$ cat src/hdl/wfts_pkg.sv
// ----------------------------------------------------------------------------
// wfts_pkg - shared types and constants of the weighted fair task scheduler
// Command codes, slot states, status codes, queue word and divider bundles.
// ----------------------------------------------------------------------------
package wfts_pkg;

   localparam int TASK_SLOTS_DEF = 16;
   localparam int QUEUE_DEPTH    = 2;
   localparam int DIV_W          = 22;     // covers 2^20 + weight and slice terms

   localparam logic [3:0]  SLICE_RESET = 4'd8;
   localparam logic [12:0] WEIGHT_MAX  = 13'd4096;
   localparam logic [12:0] BOOT_WEIGHT = 13'd1024;
   localparam logic [31:0] BOOT_IDENT  = 32'd1;
   localparam logic [31:0] FIRST_IDENT = 32'd3;
   localparam logic [DIV_W-1:0] CHARGE_NUM = DIV_W'(1024 * 1024);

   localparam logic [2:0] MODE_TICK   = 3'd0;
   localparam logic [2:0] MODE_YIELD  = 3'd1;
   localparam logic [2:0] MODE_CREATE = 3'd2;
   localparam logic [2:0] MODE_SLEEP  = 3'd3;
   localparam logic [2:0] MODE_EXIT   = 3'd4;
   localparam logic [2:0] MODE_REAP   = 3'd5;

   typedef enum logic [2:0] {
      OP_TICK, OP_YIELD, OP_CREATE, OP_SLEEP, OP_EXIT, OP_REAP, OP_BAD
   } op_type;

   typedef enum logic [2:0] {
      SL_UNUSED   = 3'd0,
      SL_READY    = 3'd1,
      SL_RUNNING  = 3'd2,
      SL_SLEEPING = 3'd3,
      SL_ZOMBIE   = 3'd4
   } slot_state_type;

   typedef enum logic [2:0] {
      RS_OK       = 3'd0,
      RS_INVALID  = 3'd1,
      RS_NOSPACE  = 3'd2,
      RS_NOTFOUND = 3'd3,
      RS_BUSY     = 3'd4
   } status_type;

   typedef enum logic [4:0] {
      FS_INIT, FS_IDLE, FS_DISPATCH, FS_EX_CHK,
      FS_CR_RD, FS_CR_EV, FS_CR_DO,
      FS_RP_RD, FS_RP_EV,
      FS_SCHED, FS_CH_DIV, FS_CH_WAIT, FS_DEC,
      FS_MN_RD, FS_MN_EV,
      FS_WK_RD, FS_WK_EV, FS_WK_WR,
      FS_CHK, FS_PK_RD, FS_PK_EV, FS_PK_END, FS_SL_WAIT,
      FS_RESP
   } fsm_type;

   typedef struct packed {
      op_type      op;
      logic        bad_weight;
      logic        sleep_zero;
      logic [63:0] now;
      logic [12:0] weight;
      logic [63:0] sleep_ticks;
      logic [31:0] exit_value;
      logic [31:0] task_id;
   } cmd_type;

   typedef struct packed {
      logic             start;
      logic [DIV_W-1:0] num;
      logic [DIV_W-1:0] den;
   } div_req_type;

   typedef struct packed {
      logic             done;
      logic [DIV_W-1:0] quo;
   } div_rsp_type;

endpackage

$ cat src/hdl/wfts_div.sv
// ----------------------------------------------------------------------------
// wfts_div - restoring divider
// One quotient bit per cycle; done pulses when the quotient is ready.
// ----------------------------------------------------------------------------
module wfts_div
   import wfts_pkg::*;
(
   input  logic        clock,
   input  logic        reset,
   input  div_req_type req,
   output div_rsp_type rsp
);

   localparam int CNT_W = $clog2(DIV_W + 1);

   logic [DIV_W:0]   rem_ff, rem_in;
   logic [DIV_W-1:0] quo_ff, quo_in;
   logic [DIV_W-1:0] den_ff, den_in;
   logic [CNT_W-1:0] cnt_ff, cnt_in;
   logic             run_ff, run_in;
   logic             done_ff, done_in;
   logic [DIV_W:0]   shifted;

   always_comb begin
      rem_in  = rem_ff;
      quo_in  = quo_ff;
      den_in  = den_ff;
      cnt_in  = cnt_ff;
      run_in  = run_ff;
      done_in = 1'b0;
      shifted = {rem_ff[DIV_W-1:0], quo_ff[DIV_W-1]};
      if (req.start) begin
         rem_in = '0;
         quo_in = req.num;
         den_in = req.den;
         cnt_in = CNT_W'(DIV_W);
         run_in = 1'b1;
      end else if (run_ff) begin
         if (shifted >= {1'b0, den_ff}) begin
            rem_in = shifted - {1'b0, den_ff};
            quo_in = {quo_ff[DIV_W-2:0], 1'b1};
         end else begin
            rem_in = shifted;
            quo_in = {quo_ff[DIV_W-2:0], 1'b0};
         end
         cnt_in = cnt_ff - 1'b1;
         if (cnt_ff == CNT_W'(1)) begin
            run_in  = 1'b0;
            done_in = 1'b1;
         end
      end
   end

   always_ff @(posedge clock) begin
      if (reset) begin
         run_ff  <= 1'b0;
         done_ff <= 1'b0;
         cnt_ff  <= '0;
      end else begin
         run_ff  <= run_in;
         done_ff <= done_in;
         cnt_ff  <= cnt_in;
      end
      rem_ff <= rem_in;
      quo_ff <= quo_in;
      den_ff <= den_in;
   end

   assign rsp.done = done_ff;
   assign rsp.quo  = quo_ff;

endmodule

$ cat config.mk
export PLATFORM = sky130hd
export DESIGN_NAME = wfts_div
export DESIGN_NICKNAME = d
export VERILOG_FILES = /design/src/hdl/wfts_pkg.sv /design/src/hdl/wfts_div.sv
export SDC_FILE = /design/constraint.sdc
export NUM_CORES = 1
export LEC_CHECK = 0
export BUFFER_PORTS_ARGS = -buffer_cell sky130_fd_sc_hd__buf_2
export CORE_UTILIZATION = 50
export CTS_CLUSTER_DIAMETER = 80
export DETAILED_ROUTE_END_ITERATION = 6
export PLACE_DENSITY = 0.86
export SYNTH_ARGS = -nofsm -noshare
export SYNTH_HDL_FRONTEND = slang
export SYNTH_SLANG_ARGS = --single-unit
$ cat constraint.sdc
create_clock -name clock -period 2.53 [get_ports clock]
set_clock_uncertainty 0.1 [all_clocks]
set_input_delay 0.506 -clock clock [delete_from_list [all_inputs] [get_ports clock]]
set_output_delay 0.506 -clock clock [all_outputs]
set_load 0.05 [all_outputs]
==> Word level (Yosys, flattened, before mapping) <==
Cells that the tools add are included.
W data, S select, Z words.
{ "word_totals": {"regBits": 73, "in_bits": 47, "out_inout_bits": 23, "wordCells": 25} }
{ "classes": {"addsub": 2, "n_lt_le_gt_ge": 1, "eq_ne": 1, "muxes": 10, "bitwise_logic": 1, "n_reduce_logical": 3} }
{ "op_table": {"columns": ["op", "count"], "rows": [
  ["$mux W22", 3],
  ["$ge A23 B22 Y1", 1],
  ["$sub A22 B22 Y22", 1],
  ["$mux W5", 2],
  ["$eq A5 B1 Y1 const B", 1],
  ["$mux W1", 5],
  ["$sub A5 B1 Y5 const B", 1],
  ["$reduce_or A3 Y1", 1],
  ["$reduce_bool A2 Y1", 1],
  ["$reduce_or A2 Y1", 1],
  ["$not A1 Y1", 1]
]} }

==> Longest topological paths before layout <==
{ "depth": {"word_depth": 4, "depth_mapped": 11, "ltp_nobuf": 11} }

==> Least setup slack after synthesis <==
Ideal clock, no wire load.
{ "synth_timing": {"kind": "reg-to-reg", "start": "reg quo_ff[21]", "end": "reg rem_ff[20]", "setup_time_ps": 116, "t_arrival_ps": 2809, "t_required_ps": 2314, "slack_ps": -496, "path_stages_with_launch": 12, "n_path_buf": 0, "period_less_slack_ps": 3026, "cell_sequence": "edfxtp_1 > inv_1 > ha_1 > inv_1 > fa_1 > a21oi_1 > o2111ai_1 > a211oi_1 > o21ai_0 > nor4_1 > nor4_1 > a31o_2"} }
{ "synth_between": {"elab_chain_cells": 2, "elab_cells_between_ends": 3, "cone_classes": "add/sub (1); order compare (1); mux (1)"} }
{ "synth_rtl": {"columns": ["item", "line", "text"], "rows": [
  ["start: declaration", "wfts_div.sv:17", "logic [DIV_W-1:0] quo_ff, quo_in;"],
  ["start signal: assignment", "wfts_div.sv:65", "quo_ff <= quo_in;"],
  ["$sub A22 B22 Y22 or $ge A23 B22 Y1 (tied branches)", "wfts_div.sv:40, wfts_div.sv:39", null],
  ["$mux W22 *", "wfts_div.sv:39", "if (shifted >= {1'b0, den_ff}) begin"],
  ["end signal: assignment", "wfts_div.sv:64", "rem_ff <= rem_in;"],
  ["end: declaration", "wfts_div.sv:16", "logic [DIV_W:0] rem_ff, rem_in;"]
]} }
Mark *: on every way between the ends. The rest lies on a longest branch, timed or not.
A chain may end at the register's enable or synchronous reset.

==> Final worst setup path <==
{ "layout_timing": {"start": "reg den_ff[18]", "end": "reg rem_ff[15]"} }
{ "layout_between": {"elab_chain_cells": 2} }
{ "layout_rtl": {"columns": ["item", "line", "text"], "rows": [
  ["start: declaration", "wfts_div.sv:18", "logic [DIV_W-1:0] den_ff, den_in;"],
  ["start signal: assignment", "wfts_div.sv:66", "den_ff <= den_in;"],
  ["$ge A23 B22 Y1", "wfts_div.sv:39", null],
  ["$mux W22", "wfts_div.sv:39", null]
]} }
Every way passes these cells.

==> results.txt <==
The run finished, with violations left. The checks that failed: negative setup slack. The routed layout has 3959 vias. The least setup slack across all paths after layout came out at -113 ps. The count of warnings emitted by yosys came out at 0. Yosys attributes the largest share of cell area to sky130_fd_sc_hd__edfxtp_1 (31%), sky130_fd_sc_hd__dfxtp_1 (14%), sky130_fd_sc_hd__ha_1 (7.1%). The required time at the worst-slack endpoint came out at 2690 ps.

The critical path arrival is 2800 ps. The filler cell count is 566. The overall power consumption is 0.00379 W. Walking the worst path, the cells encountered are inv_2, ha_4, a21oi_4, a31oi_1, a211o_1, a211oi_4, o211ai_4, buf_6, buf_12, or3_4, o311ai_4.

The area overhead of the layout relative to synthesis came out at 41.7%. The number of cells in the design after placement came out at 640. Clock-pin slew was measured on the worst setup and hold paths at 80 ps.

The top-level I/O count is 70. The clock sink count is 73. The ratio of cells with drive above 1 in the final layout is 46.7%. The number of cells on the worst reg-to-reg path is 11. The gate family responsible for the most delay along the worst path is compound AO/OA/AOI/OAI gates. The number of max-cap violations came out at 0. The number of library cell types mapped by synthesis came out at 56. The initial core utilization came out at 51.6%. Measured against its own limit, the worst slew margin works out to 53.7%. The share of the cycle needed by the critical path after routing is 104%. The final critical path time including I/O delays and setup is 2640 ps.

Counting every instance in the synthesized netlist gives 417. The post-route non-filler standard cell count is 681. The number of search-and-repair iterations in the first detailed-routing pass is 5. The register bit count reported by yosys is 73.

The per-cell via count in the routed design is 5.81. Counting buffers and inverters, the worst setup path is 11 cells deep. The worst setup path is captured at a flop. The area of the die came out at 0.00885 mm2.

The total of endpoints with negative setup slack in the final report came out at 18. In this run the remaining antenna-violating nets after routing total 0. The standard cell with the maximum stage delay on the critical path is sky130_fd_sc_hd__edfxtp_1.

Setup repair after global routing could not meet its margin everywhere. The number of diodes added for antenna fixing came out at 0. The quantity of I/O buffers inserted on ports is 69. After synthesis, the largest area contributor takes up 31.2% of total cell area. The number of nets in the synthesized netlist is 489.

Adding up every negative setup slack in the final design gives -1120 ps. The level count of the clock H-tree is 3. On the worst path, the slowest cell contributes a delay of 380 ps. The routed length per placed instance came out at 17.7 um.

The maximum number of pins on one net before global-route repair came out at 29. In this run the worst path has a maximum fanout of 10. The width of the die is 94.1 um. The portion of the post-synthesis area used by sequential elements is 44.9%. The number of endpoints with negative hold slack in the final report is 0. Global routing consumed, on the met2 layer, 43.9% of the routing resources. The busiest layer in global routing is met2. The fraction of synthesis flops using an asynchronous set or reset pin is 0%.

The core area came out at 0.00822 mm2. The number of DRC violations after detailed routing is 0. At the later pin of the worst-skew pair, clock insertion delay measures 350 ps.

The synthesized cell area is 0.00424 mm2. The synthesized design contains 44 enable-type register cells. The floorplan step set the die height to 94.1 um. The via count of the first global-routing pass came out at 3625. The critical path is of the flop to flop type. The post-synthesis area per instance is 10.2 um2. Clock tree synthesis selected as its root buffer the cell sky130_fd_sc_hd__clkbuf_8. The global routing usage on met1 came out at 32.3%. The number of cell rows is 33. The slew of the pin with the lowest slew margin is 694 ps.

Counting instances, the worst hold path has a depth of 1. The initial antenna violation count was 0. The buffer and inverter count on the worst path is 3. The first-pass GRT wire length came out at 17.4 mm. The total power divided by cell area came out at 631 mW/mm2. The number of buffers between clock root and the deepest sink came out at 2. The number of violations reported at the end of detailed-routing iteration 0 is 353. The met3 track utilization from global routing came out at 3.48%. The maximum resistive drop on vdd came out at 0.366 mV. Based on the critical path, the design can be clocked at up to 0.378 GHz. The final number of max-transition violations came out at 0. The nature of the critical path startpoint is a flop. The clock buffer count from CTS is 9.

TritonCTS built the clock tree. The aggregate routed wire length came out at 12.0 mm. Summed over all instances, the cell type with the most area after synthesis is sky130_fd_sc_hd__edfxtp_1. The most frequently used flop master after synthesis is sky130_fd_sc_hd__edfxtp_1. The final net count is 643. The tightest min-delay check is of the input pin to flop type. After legalization and detailed placement, the total HPWL measured 7.43 mm.

The total overflow left after global routing is 0. The overall track demand over capacity in global routing came out at 25.8%. At the end of routability-driven placement, the weighted congestion stood at 0.935. The leakage dissipation came out at 2.54 nW.
-- layout make-up --
type | count | area (um2) | share of cell area [%]
Clock buffer | 10 | 128 | 2.12
Clock inverter | 6 | 115 | 1.92
Inverter | 34 | 128 | 2.12
Multi-Input combinational cell | 288 | 2470 | 41.2
Sequential cell | 73 | 1900 | 31.7
Tap cell | 105 | 131 | 2.19
Timing Repair Buffer | 165 | 1130 | 18.8
-- power breakdown --
| part | leakage, nW | internal (W) | switching [W] |
|---|---|---|---|
| Sequential | 0.676 | 0.00137 | 0.0000620 |
| Combinational | 1.75 | 0.000552 | 0.000675 |
| Clock | 0.117 | 0.000661 | 0.000467 |
| Total | 2.54 | 0.00259 | 0.00120 |
-- logic make-up after synthesis --
family	Yosys count	share of synthesized area, %
mux	33	8.47
fa+ha+maj	25	7.56
simple gates	115	13.4
buf+inv	56	5.58
compound gates	94	15.8
flops	73	44.9
xor+xnor	21	4.34
-- cell usage after synthesis, types with 3 or more instances --
cell type / count
sky130_fd_sc_hd__mux2_2: 23
sky130_fd_sc_hd__edfxtp_1: 44
sky130_fd_sc_hd__nand4_1: 8
sky130_fd_sc_hd__dfxtp_1: 29
sky130_fd_sc_hd__a31o_2: 5
sky130_fd_sc_hd__xnor2_1: 11
sky130_fd_sc_hd__nand3_1: 5
sky130_fd_sc_hd__a21oi_1: 25
sky130_fd_sc_hd__nor4_1: 4
sky130_fd_sc_hd__nor2_1: 41
sky130_fd_sc_hd__mux2i_1: 10
sky130_fd_sc_hd__nand2_1: 24
sky130_fd_sc_hd__clkbuf_1: 12
sky130_fd_sc_hd__o22ai_1: 3
sky130_fd_sc_hd__a21o_1: 5
sky130_fd_sc_hd__a311o_1: 4
sky130_fd_sc_hd__or3b_2: 3
sky130_fd_sc_hd__nor3_1: 7
sky130_fd_sc_hd__a211oi_1: 19
sky130_fd_sc_hd__nor4b_1: 3
sky130_fd_sc_hd__o31ai_1: 3
sky130_fd_sc_hd__inv_1: 34
sky130_fd_sc_hd__buf_2: 3
sky130_fd_sc_hd__buf_1: 3
sky130_fd_sc_hd__o21ai_0: 10
sky130_fd_sc_hd__nor2b_1: 5
sky130_fd_sc_hd__ha_1: 24
sky130_fd_sc_hd__xor2_1: 10
-- what timing repair did --
item / in CTS / in global routing
setup buffers: 19 / 9
resized for setup: 45 / 31
pin swaps: 17 / 30
endpoints found under the setup margin: 23 / 23
gates cloned: 2 / 0
hold buffers: 0 / 0
-- final timing paths --
check	slack (ps)	to	startpoint
worst max-delay path	-110	rem_ff[15]	den_ff[18]
worst min register to register	430	rem_ff[18]	rem_ff[18]
worst min-delay path	220	den_ff[13]	req[13]
worst max register to register	-110	rem_ff[15]	den_ff[18]
-- sequential cells by signal, indices dropped and copies added (netlist names) --
| register | cells |
|---|---|
| cnt_ff | 5 |
| rem_ff | 22 |
| done_ff | 1 |
| run_ff | 1 |
| den_ff | 22 |
| quo_ff | 22 |
-- worst reg2reg max path: cells and delay by family, from the launching register on --
| kind | cells | cell delay [ps] |
|---|---|---|
| compound gates | 6 | 1100 |
| buf+inv | 3 | 370 |
| simple gates | 1 | 380 |
| flops | 1 | 380 |
| fa+ha+maj | 1 | 210 |
-- cell usage in the layout, fill, tap and decap left out, drive strengths merged, types with 2 or more instances in the layout --
cell type  instances
a211oi            20
a21o               5
a21oi             25
a311o              4
a31o               5
and3               2
buf              165
bufinv             3
clkbuf            10
dfxtp             29
edfxtp            44
ha                24
inv               35
mux2              23
mux2i             10
nand2             24
nand2b             2
nand3              6
nand3b             2
nand4              8
nor2              41
nor2b              5
nor3               7
nor3b              2
nor4               4
nor4b              3
o211a              2
o211ai             3
o21a               2
o21ai             10
o22ai              3
o311ai             3
o31ai              3
or2                2
or3                2
or3b               3
xnor2             11
xor2              10
-- per-layer routing --
layer | up-vias | routed length (um) | share of wire (%)
li1 | 1833 | - | -
met1 | 1893 | 4770 | 40
met2 | 186 | 6180 | 51
met3 | 47 | 716 | 5.9
met4 | 0 | 377 | 3.1
met5 | - | 0 | 0
-- through the flow --
| stage | hold slack [ps] | util (%) | area, um2 | worst slack [ps] |
|---|---|---|---|---|
| after floorplan | 374 | - | 4260 | -217 |
| after global placement | 396 | 63.0 | 5170 | -158 |
| after detailed placement | 401 | 63.0 | 5170 | -194 |
| after CTS | 214 | 70.9 | 5820 | -62.7 |
| after global routing | 215 | 73.1 | 6010 | -229 |
| final | 222 | 73.1 | 6010 | -113 |
Power figures use the tool's default switching activity.
