<file path="config.mk">
export PLATFORM = sky130hd
export DESIGN_NAME = wfts_front
export DESIGN_NICKNAME = d
export VERILOG_FILES = /design/src/hdl/wfts_pkg.sv /design/src/hdl/wfts_front.sv
export SDC_FILE = /design/constraint.sdc
export NUM_CORES = 1
export LEC_CHECK = 0
export BUFFER_PORTS_ARGS = -buffer_cell sky130_fd_sc_hd__buf_2
export CORE_MARGIN = 5
export CORE_UTILIZATION = 30
export CTS_BUF_LIST = sky130_fd_sc_hd__clkbuf_16
export DETAILED_ROUTE_END_ITERATION = 7
export PLACE_DENSITY = 0.48
export SLEW_MARGIN = 40
export SYNTH_ARGS = -nofsm -noshare
export SYNTH_HDL_FRONTEND = slang
export SYNTH_SLANG_ARGS = --single-unit
</file>
<file path="constraint.sdc">
create_clock -name clock -period 8 [get_ports clock]
set_input_delay 1.2 -clock clock [delete_from_list [all_inputs] [get_ports clock]]
set_output_delay 1.2 -clock clock [all_outputs]
set_load 0.03 [all_outputs]
</file>
<file path="src/hdl/wfts_pkg.sv">
// ----------------------------------------------------------------------------
// wfts_pkg - shared types and constants of the weighted fair task scheduler
// Command codes, slot states, status codes, queue word and divider bundles.
// ----------------------------------------------------------------------------
package wfts_pkg;

   localparam int TASK_SLOTS_DEF = 16;
   localparam int QUEUE_DEPTH    = 2;
   localparam int DIV_W          = 22;     // covers 2^20 + weight and slice terms

   localparam logic [3:0]  SLICE_RESET = 4'd8;
   localparam logic [12:0] WEIGHT_MAX  = 13'd4096;
   localparam logic [12:0] BOOT_WEIGHT = 13'd1024;
   localparam logic [31:0] BOOT_IDENT  = 32'd1;
   localparam logic [31:0] FIRST_IDENT = 32'd3;
   localparam logic [DIV_W-1:0] CHARGE_NUM = DIV_W'(1024 * 1024);

   localparam logic [2:0] MODE_TICK   = 3'd0;
   localparam logic [2:0] MODE_YIELD  = 3'd1;
   localparam logic [2:0] MODE_CREATE = 3'd2;
   localparam logic [2:0] MODE_SLEEP  = 3'd3;
   localparam logic [2:0] MODE_EXIT   = 3'd4;
   localparam logic [2:0] MODE_REAP   = 3'd5;

   typedef enum logic [2:0] {
      OP_TICK, OP_YIELD, OP_CREATE, OP_SLEEP, OP_EXIT, OP_REAP, OP_BAD
   } op_type;

   typedef enum logic [2:0] {
      SL_UNUSED   = 3'd0,
      SL_READY    = 3'd1,
      SL_RUNNING  = 3'd2,
      SL_SLEEPING = 3'd3,
      SL_ZOMBIE   = 3'd4
   } slot_state_type;

   typedef enum logic [2:0] {
      RS_OK       = 3'd0,
      RS_INVALID  = 3'd1,
      RS_NOSPACE  = 3'd2,
      RS_NOTFOUND = 3'd3,
      RS_BUSY     = 3'd4
   } status_type;

   typedef enum logic [4:0] {
      FS_INIT, FS_IDLE, FS_DISPATCH, FS_EX_CHK,
      FS_CR_RD, FS_CR_EV, FS_CR_DO,
      FS_RP_RD, FS_RP_EV,
      FS_SCHED, FS_CH_DIV, FS_CH_WAIT, FS_DEC,
      FS_MN_RD, FS_MN_EV,
      FS_WK_RD, FS_WK_EV, FS_WK_WR,
      FS_CHK, FS_PK_RD, FS_PK_EV, FS_PK_END, FS_SL_WAIT,
      FS_RESP
   } fsm_type;

   typedef struct packed {
      op_type      op;
      logic        bad_weight;
      logic        sleep_zero;
      logic [63:0] now;
      logic [12:0] weight;
      logic [63:0] sleep_ticks;
      logic [31:0] exit_value;
      logic [31:0] task_id;
   } cmd_type;

   typedef struct packed {
      logic             start;
      logic [DIV_W-1:0] num;
      logic [DIV_W-1:0] den;
   } div_req_type;

   typedef struct packed {
      logic             done;
      logic [DIV_W-1:0] quo;
   } div_rsp_type;

endpackage

</file>
<file path="src/hdl/wfts_front.sv">
// ----------------------------------------------------------------------------
// wfts_front - command intake
// Decodes and checks each command word and holds it in a short queue.
// ----------------------------------------------------------------------------
module wfts_front
   import wfts_pkg::*;
(
   input  logic        clock,
   input  logic        reset,
   input  logic        start,
   output logic        busy,
   input  logic [2:0]  req_mode,
   input  logic [63:0] req_now,
   input  logic [12:0] req_weight,
   input  logic [63:0] req_sleep_ticks,
   input  logic [31:0] req_exit_value,
   input  logic [31:0] req_task_id,
   output logic        q_valid,
   output cmd_type     q_word,
   input  logic        q_pop
);

   localparam int PTR_W = $clog2(QUEUE_DEPTH);
   localparam int CNT_W = $clog2(QUEUE_DEPTH + 1);

   cmd_type          queue_ff [QUEUE_DEPTH];
   logic [PTR_W-1:0] wr_ptr_ff, rd_ptr_ff;
   logic [CNT_W-1:0] count_ff;
   cmd_type          word;
   logic             accept;

   always_comb begin
      word = '0;
      case (req_mode)
         MODE_TICK:   word.op = OP_TICK;
         MODE_YIELD:  word.op = OP_YIELD;
         MODE_CREATE: word.op = OP_CREATE;
         MODE_SLEEP:  word.op = OP_SLEEP;
         MODE_EXIT:   word.op = OP_EXIT;
         MODE_REAP:   word.op = OP_REAP;
         default:     word.op = OP_BAD;
      endcase
      word.bad_weight  = (req_weight == '0) || (req_weight > WEIGHT_MAX);
      word.sleep_zero  = (req_sleep_ticks == '0);
      word.now         = req_now;
      word.weight      = req_weight;
      word.sleep_ticks = req_sleep_ticks;
      word.exit_value  = req_exit_value;
      word.task_id     = req_task_id;
   end

   assign busy    = (count_ff == CNT_W'(QUEUE_DEPTH));
   assign accept  = start && !busy;
   assign q_valid = (count_ff != '0);
   assign q_word  = queue_ff[rd_ptr_ff];

   always_ff @(posedge clock) begin
      if (reset) begin
         wr_ptr_ff <= '0;
         rd_ptr_ff <= '0;
         count_ff  <= '0;
      end else begin
         if (accept) begin
            wr_ptr_ff <= (wr_ptr_ff == PTR_W'(QUEUE_DEPTH - 1)) ? '0 : wr_ptr_ff + 1'b1;
         end
         if (q_pop) begin
            rd_ptr_ff <= (rd_ptr_ff == PTR_W'(QUEUE_DEPTH - 1)) ? '0 : rd_ptr_ff + 1'b1;
         end
         count_ff <= count_ff + CNT_W'(accept) - CNT_W'(q_pop);
      end
      if (accept) begin
         queue_ff[wr_ptr_ff] <= word;
      end
   end

endmodule

</file>
* Yosys cells after proc, flatten, opt, wreduce, memory -nomap -nowiden
Memory sizes are Yosys's and may differ from the RTL's. A register that Yosys moved wholly into a read port is not among the register bits.
Index checks and enable logic that the tools add are counted.
** Storage, ports and cells
- Memories :: 1
- Input port bits :: 212
- Register bits after elaboration :: 4
- Word-level logic and storage cells :: 29
- Output and inout bits :: 212
- Memory bits (writable) :: 420
** Memory list
- queue_ff :: words 2, bits a word 210, rd ports 1, clocked after Yosys merged registers in 1, write ports 1, line wfts_front.sv:26 : cmd_type queue_ff [QUEUE_DEPTH];
** Operators by class
- Mux-type cells :: 7
- Equality and inequality tests :: 6
- Order comparisons :: 1
- Reductions and logical operators :: 7
- Add/sub/neg operators :: 4
** Operator list (count)
- 64-bit logical NOT :: 1
- 3-bit one-hot mux with 6 select lines :: 1
- 13-bit greater-than comparator, second input constant :: 1
- 13-bit logical NOT :: 1
- 3-bit by 2-bit == test with 1-bit output, second input constant :: 2
- 3-bit == test, second input constant :: 2
- 1-bit two-way mux :: 6
- 3-bit by 1-bit == test with 1-bit output, second input constant :: 1
- 3-bit logical NOT :: 1
- 1-bit adder, second input constant :: 2
- 2-bit by 1-bit adder with 2-bit output :: 1
- 2-bit == test, second input constant :: 1
- 2-bit nonzero test :: 1
- 2-bit by 1-bit subtractor with 2-bit output :: 1
- 1-bit logical AND :: 1
- 1-bit logical NOT :: 1
- 1-bit logical OR :: 1

* Depth between registers and ports, before layout
Gate-level depths: netlist of run 1.
- Depth in word-level cells :: 5
- Gate-level depth with buffers :: 8
- Mapped depth without buffers :: 8

* Worst setup path after synthesis of run 1
Ideal clock, no wire load.
- Path type :: input to register
- From :: in start
- To :: mem queue_ff[1][0] in the netlist's numbering, enable pin
- Data required time :: 7.402 ns
- Cell stages on the path :: 1
- Setup slack :: 1.358 ns
- Arrival time :: 6.044 ns
- Setup time :: 0.598 ns
- Buffers on the path :: 0
- Cell sequence :: and3_1
** On the way
- Longest elaborated chain between the ends :: 3
** RTL lines
- start, declared :: line wfts_front.sv:10 : input logic start,
- 1-bit logical AND :: line wfts_front.sv:53 : assign accept = start && !busy;
- 1-bit two-way mux :: line wfts_front.sv:71 : if (accept) begin
- 1-bit two-way mux (implied by the code) :: line wfts_front.sv:72 : queue_ff[wr_ptr_ff] <= word;
- end, declared :: line wfts_front.sv:26
No other way between the ends.

==> qor.txt, run 1 <==
Status: finished clean
Clock H-tree levels: 2
Max-slew headroom: 0.456
# IOs: 424
Post-synthesis mux area share: 0.151
Total grt overflow: 0
XOR/XNOR share of the synthesized area: 0.00168
Via count: 8,217
Skew-Pair Late Insertion Delay: 550 ps
DR vias/cell: 4.37
Final period util: 0.455
Peak supply drop: 0.165 mV
Die Y: 238 µm
CTS tree: yes
Post-cts sizing count: 0
Post-synthesis compound-gate area fraction: 0.00112
Critical Path AT: 2440 ps
Worst setup SP type: register
Final Net Count: 1,376
RSZ-0062 raised after global routing: no
Synth top area share: 0.806
Core Region: 0.0515 mm²
Post-CTS Setup Bufs: 0
DRT Pass-1 Iters: 4
Die width: 238 µm
Post-synthesis net count: 922
R2R Setup Slk: 5280 ps
Initial antenna violation count: 2
Critical path class: register to output pin
Cts bufs inserted: 47
CP Capture Type: output pin
CTS root buf: clkbuf_16
Clock Skew: 7.82 ps
Final Max Slew Viols: 0
Worst hold path class: register to register
GPL Wtd Cong: 0.777
Ranking of synthesized cells by area: edfxtp_1, mux2_2, buf_6, nor4_1, dfxtp_1
Core Rows: 83
DP Wirelength: 24,600 µm
Mapped Area: 0.0156 mm²
Die area: 0.0568 mm²
DR iter-0 viols: 294
Post-Syn Instances: 708
Max-cap violations: 0
Worst slew pin tran: 816 ps
CP Data Required Time: 6800 ps
Placed cells: 1,791
Post-Synth Adder-Cell Area: 0.00160
Average wire per standard cell: 19.4 µm
Clk buf depth: 3
Finished Layout Cells: 1,880
Fin Setup TNS: 0 ps
Worst Path Max Fanout: 123
Leakage power: 7.29 nW
Starting Density: 0.304
Clock sinks: 425
First-pass GRT wire length: 53,400 µm
Area leader, netlist: edfxtp_1
Seq/Total Area, Yosys: 0.813
Min cycle time layout: 3640 ps
Max Freq: 275 MHz
Fillcell total: 4,862
Vias in the first global route: 8,781
Mapped Avg Cell Area: 22.1 µm²
Share of cells above drive strength 1: 0.592
Hold Fails Final Rpt: 0
DRC Markers: 0
Hold-fix buffers, CTS: 0
Register bit count reported by yosys: 425
Area grow syn2layout: 27.5%
Global Route Usage Sum: 0.122
Main combinational cell family by area after synthesis: multiplexers
Final setup violation count: 0
Post-DRT Antenna Nets: 0
Synth Area in Simple Gates: 0.0142
Netlist cell types: 26
Routed wire length: 36,500 µm
Pin count of the biggest net entering global routing: 124
IO Port Bufs: 423
Yosys warns: 0
Pwr Density: 286 mW/mm²
Clock transition at the registers of the reported paths: 60 ps
==> Yosys cell counts <==
cell,instances
nor4_2,1
nor3_1,1
buf_6,22
mux2_2,210
dfxtp_1,5
buf_2,1
nand3_1,1
or3_1,1
nor2_1,3
and3_1,1
xnor2_1,2
and2_1,1
nor4_1,19
nor2b_1,1
ha_1,2
a21boi_0,1
edfxtp_1,420
inv_1,4
nand2b_2,1
xor2_1,1
o21ai_0,1
nand4_1,4
a21oi_1,1
or2_2,1
clkbuf_1,2
nand2_1,1
==> stage by stage <==
step	util	total power, mW	instance area, µm²	worst slack, ps	hold slack, ps
after floorplan	-	3.48	15600	1360	452
after global placement	0.358	3.76	18400	4460	478
after detailed placement	0.358	3.77	18400	4500	486
after CTS	0.386	5.81	19900	4290	494
after global routing	0.387	5.95	19900	4220	526
final	0.387	5.71	19900	4360	499
==> path summary, 6_finish.rpt <==
path | startpoint | depth (start not counted) | to
min reg2reg | wr_ptr_ff | 2 | wr_ptr_ff
min | wr_ptr_ff | 2 | wr_ptr_ff
max | register | 3 | q_word[92]
max reg2reg | count_ff[0] | 6 | queue_ff[0][129]
==> power breakdown <==
group	internal [mW]	switching (mW)	total, mW
clock network	1.17	0.835	2.00
logic	0.307	0.656	0.963
registers	2.70	0.0425	2.74
total	4.17	1.53	5.71
==> area by class of cell <==
cell class	instances	area, µm²	area share
multi-input combinational	254	2660	0.133
sequential	425	12700	0.638
clock inverter	36	221	0.0111
timing repair buffer	430	2240	0.112
clock buffer	49	1230	0.0615
antenna	2	5.00	0.000251
tap	680	851	0.0427
inverter	4	22.5	0.00113
==> registers in the layout (all words and copies together) (netlist names), named ones only <==
signal     cells
queue_ff     420
count_ff       2
rd_ptr_ff      1
wr_ptr_ff      1
==> cell families (layout without fill, tap and decap cells) <==
logic type                 count (synthesis)  in the layout
AOI/OAI and AO/OA                          3              3
xor gates and xnor gates                   3              3
adders and majority gates                  2              2
buffers and inverters                     29            519
DFF                                      425            425
muxes                                    210            210
other                                      0              2
and+or+nand+nor                           36             36
==> layer usage <==
layer  part of all wire  vias to the layer above  track usage
li1                   -                     3757            -
met5            0.00044                        -            0
met2               0.50                      267        0.205
met4              0.020                        2       0.0355
met1               0.40                     4131        0.149
met3              0.079                       60       0.0433
==> worst max-delay path: stages, from the launching register on <==
cell	delay, ps
dfxtp_4	540
buf_12	530
mux2_2	450
buf_2	190
==> placed cells by master (no fill, tap or decap), types with 2 or more instances in the layout <==
master	netlist	routed
buf_12	0	4
buf_2	1	423
bufinv_16	0	2
clkbuf_16	0	49
clkinv_1	0	16
clkinv_2	0	7
clkinvlp_4	0	2
dfxtp_1	5	4
diode_2	0	2
edfxtp_1	420	420
ha_1	2	2
inv_1	4	9
inv_8	0	2
mux2_2	210	210
nand4_1	4	4
nor2_1	3	3
nor4_1	19	19
xnor2_1	2	2
(Power assumes the default switching activity.)
==> run 2: changes to the inputs <==
==> constraint.sdc (replaced) <==
create_clock -name clock -period 3.6 [get_ports clock]
set_input_delay 0.54 -clock clock [delete_from_list [all_inputs] [get_ports clock]]
set_output_delay 0.54 -clock clock [all_outputs]
set_load 0.03 [all_outputs]
==> qor.txt, run 2 (synthesis results as in run 1) <==
Clock sinks: 425
Die width: 238 µm
RSZ-0062 raised after global routing: no
DRT Pass-1 Iters: 4
Worst hold path class: primary input to register
Die area: 0.0568 mm²
Peak supply drop: 0.571 mV
Global Route Usage Sum: 0.125
Worst setup SP type: register
Hold-fix buffers, CTS: 0
# IOs: 424
Die Y: 238 µm
Core Rows: 83
DR iter-0 viols: 344
Critical Path AT: 2350 ps
Final setup violation count: 0
Pin count of the biggest net entering global routing: 89
Commonest cells after routing, fill and taps aside: buf_2, edfxtp_1, mux2_2, clkbuf_16, nor4_1
Fin worst setup slack: 708 ps
CP Capture Type: output pin
Crit path largest cell delay: 590 ps
Placed cells: 1,805
Final Net Count: 1,387
Finished Layout Cells: 1,892
Area grow syn2layout: 28.3%
First-pass GRT wire length: 54,800 µm
Clock Skew: 10.5 ps
Fin Hold WS: 175 ps
Register with the most flip-flops: queue_ff
Critical path class: register to output pin
Hold Fails Final Rpt: 0
DR vias/cell: 4.37
Post-CTS Setup Bufs: 0
Max-slew headroom: 0.551
Average wire per standard cell: 19.6 µm
Final period util: 0.803
Skew-Pair Late Insertion Delay: 550 ps
Via count: 8,259
Share of cells above drive strength 1: 0.593
CTS tree: yes
DP Wirelength: 25,800 µm
Post-DRT Antenna Nets: 0
CP Data Required Time: 3060 ps
CTS root buf: clkbuf_16
GPL Wtd Cong: 0.745
Largest regs: queue_ff x420, count_ff x2
Min cycle time layout: 2890 ps
Max-cap violations: 0
Clock H-tree levels: 2
Placed Area: 0.0187 mm²
Leakage power: 7.36 nW
Clock transition at the registers of the reported paths: 60 ps
Final Max Slew Viols: 0
Core Region: 0.0515 mm²
CP max stage cell: dfxtp_4
Status: finished clean
Max reg flops: 420
Post-cts sizing count: 0
IO Port Bufs: 423
Starting Density: 0.304
Most common cell after layout, fill and taps aside: buf_2
DRC Markers: 0
Initial antenna violation count: 10
Clk buf depth: 3
Dpl ws: 1270 ps
Routed wire length: 37,100 µm
Pwr Density: 628 mW/mm²
Cts bufs inserted: 46
Total grt overflow: 0
Vias in the first global route: 8,750
Max Freq: 346 MHz
Worst slew pin tran: 667 ps
CP cell instances: buf_12 -> mux2_2 -> buf_2
Finished layout cell area: 0.0201 mm²
Worst Path Max Fanout: 88
## run 2: changes by cell type in the layout (fill, tap and decap cells not counted), sizes merged
cell / previous run / this run
buf: 430 / 442
clkinv: 24 / 16
inv: 12 / 18
clkbuf: 49 / 47
clkinvlp: 2 / 4
diode: 2 / 4
## run 2: stage by stage
step | utilization | TNS, ps | total power, mW
6_report | 0.390 | 0 | 12.6
5_1_grt | 0.390 | 0 | 13.2
4_1_cts | 0.390 | 0 | 12.8
3_5_place_dp | 0.363 | 0 | 8.44
3_3_place_gp | 0.363 | 0 | 8.42
2_1_floorplan | - | -139100 | 7.69
## run 2: final timing paths
path	start	to	slack [ps]	cells after the start
min	req_exit_value[5]	queue_ff[0][37]	170	1
max	register	q_word[8]	710	3
min reg2reg	rd_ptr_ff	register	510	2
max reg2reg	count_ff[0]	queue_ff[0][5]	1380	6
## run 2: power by group
part	leakage [nW]	total (mW)	switching, mW	internal [mW]
Combinational	2.68	2.21	1.47	0.735
Clock	0.727	4.31	1.82	2.49
Sequential	3.96	6.08	0.0990	5.98
## run 2: worst max-delay path: cells and delay by family, from the launching register on
family	cells	cell delay, ps
buf+inv	2	600
flops	1	590
mux	1	430
## run 2: final cells by class
type | instances | area, µm²
fill | 4867 | 31400
sequential | 425 | 12700
multi-input combinational | 254 | 2670
timing repair buffer | 442 | 2420
clock buffer | 47 | 1180
tap | 680 | 851
clock inverter | 36 | 205
inverter | 4 | 22.5
antenna | 4 | 10.0
## run 2: layer usage
layer,wire [µm],part of all wire,track usage
met1,15200,0.41,0.157
met2,17700,0.48,0.203
met3,3470,0.093,0.0494
met4,680,0.018,0.0336
met5,72,0.0019,0
==> run 3: changes to the inputs <==
==> constraint.sdc (replaced) <==
create_clock -name clock -period 3 [get_ports clock]
set_input_delay 0.45 -clock clock [delete_from_list [all_inputs] [get_ports clock]]
set_output_delay 0.45 -clock clock [all_outputs]
set_load 0.03 [all_outputs]
==> qor.txt, run 3 (synthesis results as in run 1) <==
Share of cells above drive strength 1: 0.596
Clock sinks: 425
Post-DRT Antenna Nets: 0
Worst setup SP type: register
Skew-Pair Late Insertion Delay: 560 ps
Die width: 238 µm
Global Route Usage Sum: 0.126
Final period util: 0.874
Cts bufs inserted: 47
DRT Pass-1 Iters: 6
Core Rows: 83
R2R Path Start: count_ff[0]
Worst Path Max Fanout: 77
Post-CTS Setup Bufs: 0
Max Freq: 381 MHz
Min cycle time layout: 2620 ps
Most common cell after layout, fill and taps aside: buf_2
Core Region: 0.0515 mm²
Max-slew headroom: 0.648
Pin count of the biggest net entering global routing: 78
Critical Path AT: 2170 ps
Register with the most flip-flops: queue_ff
CTS tree: yes
Worst slew pin tran: 528 ps
CTS root buf: clkbuf_16
Post-cts sizing count: 0
Die Y: 238 µm
Worst hold path startpoint: req_now[4]
Final setup violation count: 0
DP Wirelength: 26,300 µm
Leakage power: 7.42 nW
Die area: 0.0568 mm²
Overall power: 15.5 mW
IO Port Bufs: 423
Via count: 8,337
Final Max Slew Viols: 0
Largest regs: queue_ff x420, count_ff x2
Clock H-tree levels: 2
Starting Density: 0.304
Commonest cells after routing, fill and taps aside: buf_2, edfxtp_1, mux2_2, clkbuf_16, nor4_1
DR iter-0 viols: 348
Clock Skew: 15.4 ps
Finished Layout Cells: 1,890
Placed cells: 1,808
Vias in the first global route: 8,769
Total grt overflow: 0
Hold Fails Final Rpt: 0
Hold-fix buffers, CTS: 0
Clk buf depth: 3
First-pass GRT wire length: 55,000 µm
Area grow syn2layout: 29.0%
DR vias/cell: 4.41
Pwr Density: 766 mW/mm²
CP Capture Type: output pin
Routed wire length: 37,500 µm
Fin Setup TNS: 0 ps
Peak supply drop: 0.423 mV
Max-cap violations: 0
# IOs: 424
Critical path class: register to output pin
RSZ-0062 raised after global routing: no
Final Net Count: 1,391
Worst hold path class: primary input to register
GPL Wtd Cong: 0.738
Initial antenna violation count: 10
DRC Markers: 0
CP Data Required Time: 2550 ps
Clock transition at the registers of the reported paths: 60 ps
Average wire per standard cell: 19.8 µm
Status: finished clean
Max reg flops: 420
==> run 3: worst max-delay path, stage by stage, from the launching register on <==
cell	delay, ps
dfxtp_4	500
buf_12	350
mux2_2	430
buf_2	190
==> run 3: path summary, 6_finish.rpt <==
path / end / slack [ps] / depth (start not counted)
worst min-delay path: queue_ff[1][145] / 70 / 1
worst max register to register: queue_ff[0][8] / 940 / 5
worst min register to register: rd_ptr_ff / 520 / 2
worst max-delay path: q_word[181] / 380 / 3
==> run 3: per-layer routing <==
metal	vias up	track usage	share of wire
met1	4189	0.159	0.41
li1	3785	-	-
met4	10	0.0348	0.020
met3	71	0.0534	0.095
met5	-	0	0.0017
met2	282	0.200	0.47
==> run 3: power breakdown <==
group          leakage (nW)  total (mW)  internal [mW]  switching, mW
Combinational          2.69        2.66          0.885           1.77
Sequential             3.96        7.29           7.18          0.112
Clock                 0.775        5.51           3.34           2.18
==> run 3: final cells by class <==
class / instances / area, µm²
Clock buffer: 49 / 1230
Multi-Input combinational cell: 254 / 2670
Inverter: 4 / 22.5
Timing Repair Buffer: 445 / 2440
Tap cell: 680 / 851
Sequential cell: 425 / 12700
Fill cell: 4837 / 31300
Antenna cell: 3 / 7.51
Clock inverter: 30 / 246
==> run 3: stage by stage <==
stage / hold WS (ps) / setup WS, ps / instance area, µm² / util
after floorplan: 456 / -1260 / 15700 / -
final: 72.8 / 377 / 20200 / 0.392
after CTS: 19.2 / 323 / 20200 / 0.392
after global routing: 26.2 / 277 / 20200 / 0.392
after global placement: 496 / 932 / 18700 / 0.363
after detailed placement: 504 / 924 / 18700 / 0.363
